===== src/hdl/cbe_pkg.sv =====
// Shared types, field widths and register codes of the coordinate block expander.
package cbe_pkg;

   localparam int NODES_DEF   = 1024;
   localparam int MAX_DOF_DEF = 16;

   localparam int IDX_W      = 15;
   localparam int NODE_IN_W  = 11;
   localparam int VAL_W      = 64;
   localparam int DOF_W      = 5;
   localparam int CSR_IDX_W  = 3;
   localparam int CSR_DATA_W = 5;

   localparam logic OP_TABLE = 1'b0;
   localparam logic OP_VALUE = 1'b1;

   localparam logic [CSR_IDX_W-1:0] CSR_VARIABLE_DOFS  = 3'd0;
   localparam logic [CSR_IDX_W-1:0] CSR_CONSTANT_DOF   = 3'd1;
   localparam logic [CSR_IDX_W-1:0] CSR_INDEX_BASE     = 3'd2;
   localparam logic [CSR_IDX_W-1:0] CSR_SYMMETRIC_MODE = 3'd3;
   localparam logic [CSR_IDX_W-1:0] CSR_COLUMN_MAJOR   = 3'd4;

   typedef struct packed {
      logic                 operation;
      logic [NODE_IN_W-1:0] table_index;
      logic [IDX_W-1:0]     table_value;
      logic [NODE_IN_W-1:0] block_row;
      logic [NODE_IN_W-1:0] block_col;
      logic [VAL_W-1:0]     value_re;
      logic [VAL_W-1:0]     value_im;
   } cbe_req_type;

   typedef struct packed {
      logic [IDX_W-1:0] out_row;
      logic [IDX_W-1:0] out_col;
      logic [VAL_W-1:0] out_value_re;
      logic [VAL_W-1:0] out_value_im;
      logic             block_last;
   } cbe_rsp_type;

   typedef struct packed {
      logic             variable_dofs;
      logic [DOF_W-1:0] constant_dof;
      logic             index_base;
      logic             symmetric_mode;
      logic             column_major;
   } cbe_cfg_type;

endpackage


===== src/hdl/cbe_walk.sv =====
// Block walk stage: block sizes, within-block counters, index add and result register.
module cbe_walk #(
   parameter int NODES   = cbe_pkg::NODES_DEF,
   parameter int MAX_DOF = cbe_pkg::MAX_DOF_DEF
) (
   input  logic                                  clock,
   input  logic                                  reset,
   input  cbe_pkg::cbe_cfg_type                  cfg,
   input  logic                                  load,
   input  logic [$clog2(NODES+1)-1:0]            ld_row_node,
   input  logic [$clog2(NODES+1)-1:0]            ld_col_node,
   input  logic [cbe_pkg::IDX_W-1:0]             ld_row_cstart,
   input  logic [cbe_pkg::IDX_W-1:0]             ld_col_cstart,
   input  logic [cbe_pkg::VAL_W-1:0]             ld_value_re,
   input  logic [cbe_pkg::VAL_W-1:0]             ld_value_im,
   input  logic [cbe_pkg::IDX_W-1:0]             row_lo,
   input  logic [cbe_pkg::IDX_W-1:0]             row_hi,
   input  logic [cbe_pkg::IDX_W-1:0]             col_lo,
   input  logic [cbe_pkg::IDX_W-1:0]             col_hi,
   output logic                                  ready,
   output logic                                  rsp_valid,
   input  logic                                  rsp_stall,
   output cbe_pkg::cbe_rsp_type                  rsp_payload
);
   import cbe_pkg::*;

   localparam int AW = $clog2(NODES + 1);
   localparam int CW = (MAX_DOF > 1) ? $clog2(MAX_DOF) : 1;
   localparam int SW = $clog2(MAX_DOF + 1);

   function automatic logic [SW-1:0] block_size(
      input logic             variable,
      input logic [IDX_W-1:0] lo,
      input logic [IDX_W-1:0] hi,
      input logic [DOF_W-1:0] cdof
   );
      logic signed [IDX_W:0] diff;
      logic [SW-1:0]         size;
      diff = signed'({1'b0, hi}) - signed'({1'b0, lo});
      if (variable) begin
         if (diff < 1) begin
            size = SW'(1);
         end else if (int'(diff) > MAX_DOF) begin
            size = SW'(MAX_DOF);
         end else begin
            size = SW'(diff);
         end
      end else begin
         if (cdof == '0) begin
            size = SW'(1);
         end else if (int'(cdof) > MAX_DOF) begin
            size = SW'(MAX_DOF);
         end else begin
            size = SW'(cdof);
         end
      end
      return size;
   endfunction

   logic             s1_valid_ff, s1_valid_in;
   logic [AW-1:0]    s1_row_node_ff, s1_col_node_ff;
   logic [IDX_W-1:0] s1_row_cstart_ff, s1_col_cstart_ff;
   logic [VAL_W-1:0] s1_value_re_ff, s1_value_im_ff;
   logic [CW-1:0]    inner_ff, inner_in;
   logic [CW-1:0]    outer_ff, outer_in;
   logic             rsp_valid_ff, rsp_valid_in;
   cbe_rsp_type      rsp_ff;

   logic [SW-1:0]    dofi, dofj, isz, osz;
   logic [IDX_W-1:0] rs, cs;
   logic [CW-1:0]    ii, jj;
   logic             keep, inner_wrap, outer_wrap;
   logic             out_take, s1_done, out_load;

   always_comb begin
      dofi = block_size(cfg.variable_dofs, row_lo, row_hi, cfg.constant_dof);
      dofj = block_size(cfg.variable_dofs, col_lo, col_hi, cfg.constant_dof);
      rs   = cfg.variable_dofs ? row_lo : s1_row_cstart_ff;
      cs   = cfg.variable_dofs ? col_lo : s1_col_cstart_ff;
      if (cfg.column_major) begin
         ii  = inner_ff;
         jj  = outer_ff;
         isz = dofi;
         osz = dofj;
      end else begin
         ii  = outer_ff;
         jj  = inner_ff;
         isz = dofj;
         osz = dofi;
      end
      keep       = !(cfg.symmetric_mode && (s1_row_node_ff == s1_col_node_ff) && (ii < jj));
      inner_wrap = (int'(inner_ff) + 1) >= int'(isz);
      outer_wrap = (int'(outer_ff) + 1) >= int'(osz);

      out_take = !rsp_valid_ff || !rsp_stall;
      s1_done  = s1_valid_ff && (!keep || out_take);
      out_load = s1_valid_ff && keep && out_take;
      ready    = !s1_valid_ff || s1_done;

      s1_valid_in = load ? 1'b1 : (s1_valid_ff && !s1_done);

      inner_in = inner_ff;
      outer_in = outer_ff;
      if (s1_done) begin
         if (inner_wrap) begin
            inner_in = '0;
            outer_in = outer_wrap ? '0 : CW'(outer_ff + 1'b1);
         end else begin
            inner_in = CW'(inner_ff + 1'b1);
         end
      end

      rsp_valid_in = out_load ? 1'b1 : (rsp_valid_ff && rsp_stall);
   end

   always_ff @(posedge clock) begin
      if (reset) begin
         s1_valid_ff  <= 1'b0;
         inner_ff     <= '0;
         outer_ff     <= '0;
         rsp_valid_ff <= 1'b0;
      end else begin
         s1_valid_ff  <= s1_valid_in;
         inner_ff     <= inner_in;
         outer_ff     <= outer_in;
         rsp_valid_ff <= rsp_valid_in;
      end
   end

   always_ff @(posedge clock) begin
      if (load) begin
         s1_row_node_ff   <= ld_row_node;
         s1_col_node_ff   <= ld_col_node;
         s1_row_cstart_ff <= ld_row_cstart;
         s1_col_cstart_ff <= ld_col_cstart;
         s1_value_re_ff   <= ld_value_re;
         s1_value_im_ff   <= ld_value_im;
      end
      if (out_load) begin
         rsp_ff.out_row      <= IDX_W'(rs + IDX_W'(ii));
         rsp_ff.out_col      <= IDX_W'(cs + IDX_W'(jj));
         rsp_ff.out_value_re <= s1_value_re_ff;
         rsp_ff.out_value_im <= s1_value_im_ff;
         rsp_ff.block_last   <= inner_wrap && outer_wrap;
      end
   end

   assign rsp_valid   = rsp_valid_ff;
   assign rsp_payload = rsp_ff;

endmodule


===== config.mk =====
export PLATFORM = sky130hd
export DESIGN_NAME = cbe_walk
export DESIGN_NICKNAME = d
export VERILOG_FILES = /design/src/hdl/cbe_pkg.sv /design/src/hdl/cbe_walk.sv
export SDC_FILE = /design/constraint.sdc
export NUM_CORES = 1
export LEC_CHECK = 0
export BUFFER_PORTS_ARGS = -buffer_cell sky130_fd_sc_hd__buf_4
export CELL_PAD_IN_SITES_DETAIL_PLACEMENT = 0
export CELL_PAD_IN_SITES_GLOBAL_PLACEMENT = 1
export CORE_ASPECT_RATIO = 0.7
export CORE_MARGIN = 1
export CORE_UTILIZATION = 42
export CTS_CLUSTER_DIAMETER = 60
export DETAILED_ROUTE_END_ITERATION = 8
export PLACE_DENSITY_LB_ADDON = 0.1
export SYNTH_ARGS = -nofsm -noshare
export SYNTH_HDL_FRONTEND = slang
export SYNTH_SLANG_ARGS = --single-unit

===== constraint.sdc =====
create_clock -name clock -period 11.15 [get_ports clock]
set_input_delay 0.5575 -clock clock [delete_from_list [all_inputs] [get_ports clock]]
set_output_delay 0.5575 -clock clock [all_outputs]
set_load 0.005 [all_outputs]

==> run_results.csv <==
group,metric,value,unit
status,status,"finished clean",
critical_path,start_kind,"input pin",
routing,dr.pass1.iters,5,
sta,slew_headroom,32.4,%
final_layout,num_antenna_cells,0,
floorplanning,initial_core_util,42.7,%
sta,fin_setup_tns,0,ps
clock_network,h-tree-depth,2,
logic_synthesis,syn_nets,1225,
final_layout,final_core_util,56.8,%
routing,viasPerCell,5.00,
routing,routedWlPerCell,20.1,um
placement,dp_hpwl,27700,um
routing,ant_nets,0,
critical_path,end_kind,"flop",
sta,fin_ws,5880,ps
flow_run,drv_cap,0,
final_layout,drive_gt1_share,35.0,%
grt,grt_max_degree,79,
clock_network,cts_root_buf,"clkbuf_16",
critical_path,worstPathArrival,5720,ps
hold_path,worstHoldPathCells,1,
final_layout,nFillCells,2743,
critical_path,worstPathRequired,11600,ps
critical_path,crit_type,"input pin to flop",
sta,finalMaxSlewViolations,0,
logic_synthesis,yosysWarnings,0,
hold_path,min-delay-start,"ld_row_cstart[14]",
grt,grt_util_all_layers,20.6,%
critical_path,cp_slowest_stage_delay,690,ps
logic_synthesis,ys_seq_area_share,72.6,%
sta,tightest_slew,1010,ps
logic_synthesis,synth_area,14300,sq um
logic_synthesis,async_flop_share,0,%
clock_network,cts_buffer_depth,3,
critical_path,reg2reg_slack,7810,ps
logic_synthesis,synth-main-ff-cell,"edfxtp_1",
routing,totalWireLength,36300,um
logic_synthesis,synthDistinctLibCells,67,
sta,hold_slack,193,ps
floorplanning,core_area,33500,sq um
sta,max_freq,190,MHz
routing,drt_iter0_drc,538,
critical_path,startpoint,"row_hi[0]",
routing,vias,9050,
clock_network,cts_resized,0,
critical_path,rr_startpoint,"outer_ff[1]",
floorplanning,ios,414,
final_layout,nets,1659,
clock_network,cts_tree,"done",
clock_network,cts_hold_buf,0,
final_layout,final_common_cell,"buf_4",
placement,place.gp.congestion,0.820,
critical_path,r2r_cells,8,
floorplanning,die_area,34800,sq um
clock_network,numCtsBuffers,37,
logic_synthesis,syn_area_per_cell,15.6,sq um
placement,io_buffers,412,
final_layout,layout_common_cells,"buf_4 (417), edfxtp_1 (339), inv_1 (59), a21oi_1 (59), ha_1 (50)",
floorplanning,rows,56,
logic_synthesis,synth_edf_count,339,
clock_network,post_cts_buffers,0,
hold_path,hold_path_class,"input pin to flop",
critical_path,path_cells,"buf_4 -> inv_1 -> ha_1 -> inv_1 -> fa_1 -> a21o_1 -> a221oi_2 -> o311ai_0 -> o31a_1 -> or4_1 -> or4_1 -> nand2b_4 -> a22oi_1 -> ha_1 -> nand2b_1 -> a21o_1 -> a21oi_1 -> o21ai_1 -> nand3_1 -> or4_1 -> a21oi_1",
critical_path,cp_common_cell,"or4_1",
pwr,leakagePower,7.60,nW
sta,finalSetupViolations,0,
pwr,ir_drop,0.121,mV
logic_synthesis,syn_inst,918,
grt,first_global_vias,8928,
sta,finalCritPeriodShare,47.3,%
placement,dp_slack,5420,ps
routing,drcViolationCount,0,
clock_network,clkSlewWorstSetupHoldPaths,60,ps
critical_path,crit_path_top_delay_cell,"or4_1",
logic_synthesis,synth_seq_cells,349,
grt,antenna_found_initial,1,
final_layout,area_growth_syn_to_layout,33.0,%
sta,grt_setup_unrepaired,"false",
clock_network,cts_num_sinks,349,
clock_network,clk_latency,540,ps
sta,final-hold-violation-count,0,
grt,grt_overflow_total,0,
critical_path,crit_fanout,8,
pwr,p_per_area,160,nW/um^2
floorplanning,die_x,223,um
sta,fin_worst_skew,25.3,ps
sta,period_needed,5270,ps
floorplanning,die_y,156,um
grt,grt_pass1_wl,53300,um
==> Yosys cell counts, types with 5 or more instances <==
library cell  instances  area (sq um)
nand2_1              31           116
or4_1                 5          37.5
a21oi_1              60           300
nor2b_1              28           175
xor2_1               16           140
inv_1                59           221
o21ai_0              21           105
dfxtp_1              10           200
ha_1                 50           626
clkbuf_1             18          67.6
nand3_1              19          95.1
a221oi_1              7          61.3
nand2b_1             14          87.6
a32oi_1               8          70.1
mux2_2               11           124
nor3_1                6          30.0
nand4_1              11          68.8
a32o_1                8          80.1
nor2_1               29           109
xnor2_1              35           307
mux2i_1              16           160
and3_1                9          56.3
a21o_1               21           158
edfxtp_1            339         10200
==> state kept, by name, summed over array words and instances, names as in the netlist <==
name and flops:
inner_ff 4, s1_valid_ff 1, outer_ff 4, s1_row_node_ff 11
s1_value_re_ff 64, s1_row_cstart_ff 15, rsp_payload 159, s1_value_im_ff 64
rsp_valid 1, s1_col_cstart_ff 15, s1_col_node_ff 11
==> path summary, 6_finish.rpt <==
kind / end
setup / recovery: outer_ff[2]
hold / removal: s1_row_cstart_ff[14]
setup reg to reg: rsp_payload[101]
hold reg to reg: rsp_payload[4]
==> layer usage <==
layer  global-route usage, %  vias to the layer above  share of wire [%]
met5                       0                        -              0.047
li1                        -                     4396                  -
met3                    7.81                       50                8.9
met2                    32.4                      287                 47
met1                    26.8                     4315                 43
met4                    5.22                        2                1.7
==> cells by family after synthesis <==
group           count (synthesis)  share of synthesized area (%)
buf+inv                        83                           2.25
simple gates                  181                           6.99
xor+xnor                       51                           3.12
compound gates                173                           8.17
fa+ha+maj                      54                           4.93
flops                         349                           72.6
mux                            27                           1.99
==> stage by stage <==
step                cells  power, mW  area, sq um
finish               1810       3.04        19000
global route         1810       3.16        19000
CTS                  1810       3.08        19000
detailed placement   1748       1.92        17900
global placement     1748       1.92        17900
floorplan             918       1.75        14300
==> report_power, final <==
group          internal [mW]  leakage (nW)  switching [mW]  total [mW]
sequential              1.54          3.33          0.0255        1.57
clock                  0.654         0.539           0.494        1.15
combinational          0.163          3.73           0.164       0.326
==> final cells by class <==
| class | instances | area [sq um] | area share, % |
|---|---|---|---|
| well taps | 435 | 544 | 2.86 |
| repair buffers | 418 | 3140 | 16.5 |
| inverters | 60 | 225 | 1.18 |
| clock inverters | 13 | 125 | 0.658 |
| multi-input cells | 486 | 3620 | 19.0 |
| clock buffers | 49 | 992 | 5.22 |
| flip-flops and latches | 349 | 10400 | 54.6 |
==> critical path, delay by kind of cell <==
family	cells	cell delay, ps
buffers and inverters	3	200
AO/OA/AOI/OAI	9	1960
AND/OR/NAND/NOR	6	2320
adder cells (fa/ha/maj)	3	680
No activity file was read; power rests on OpenSTA's default activity.
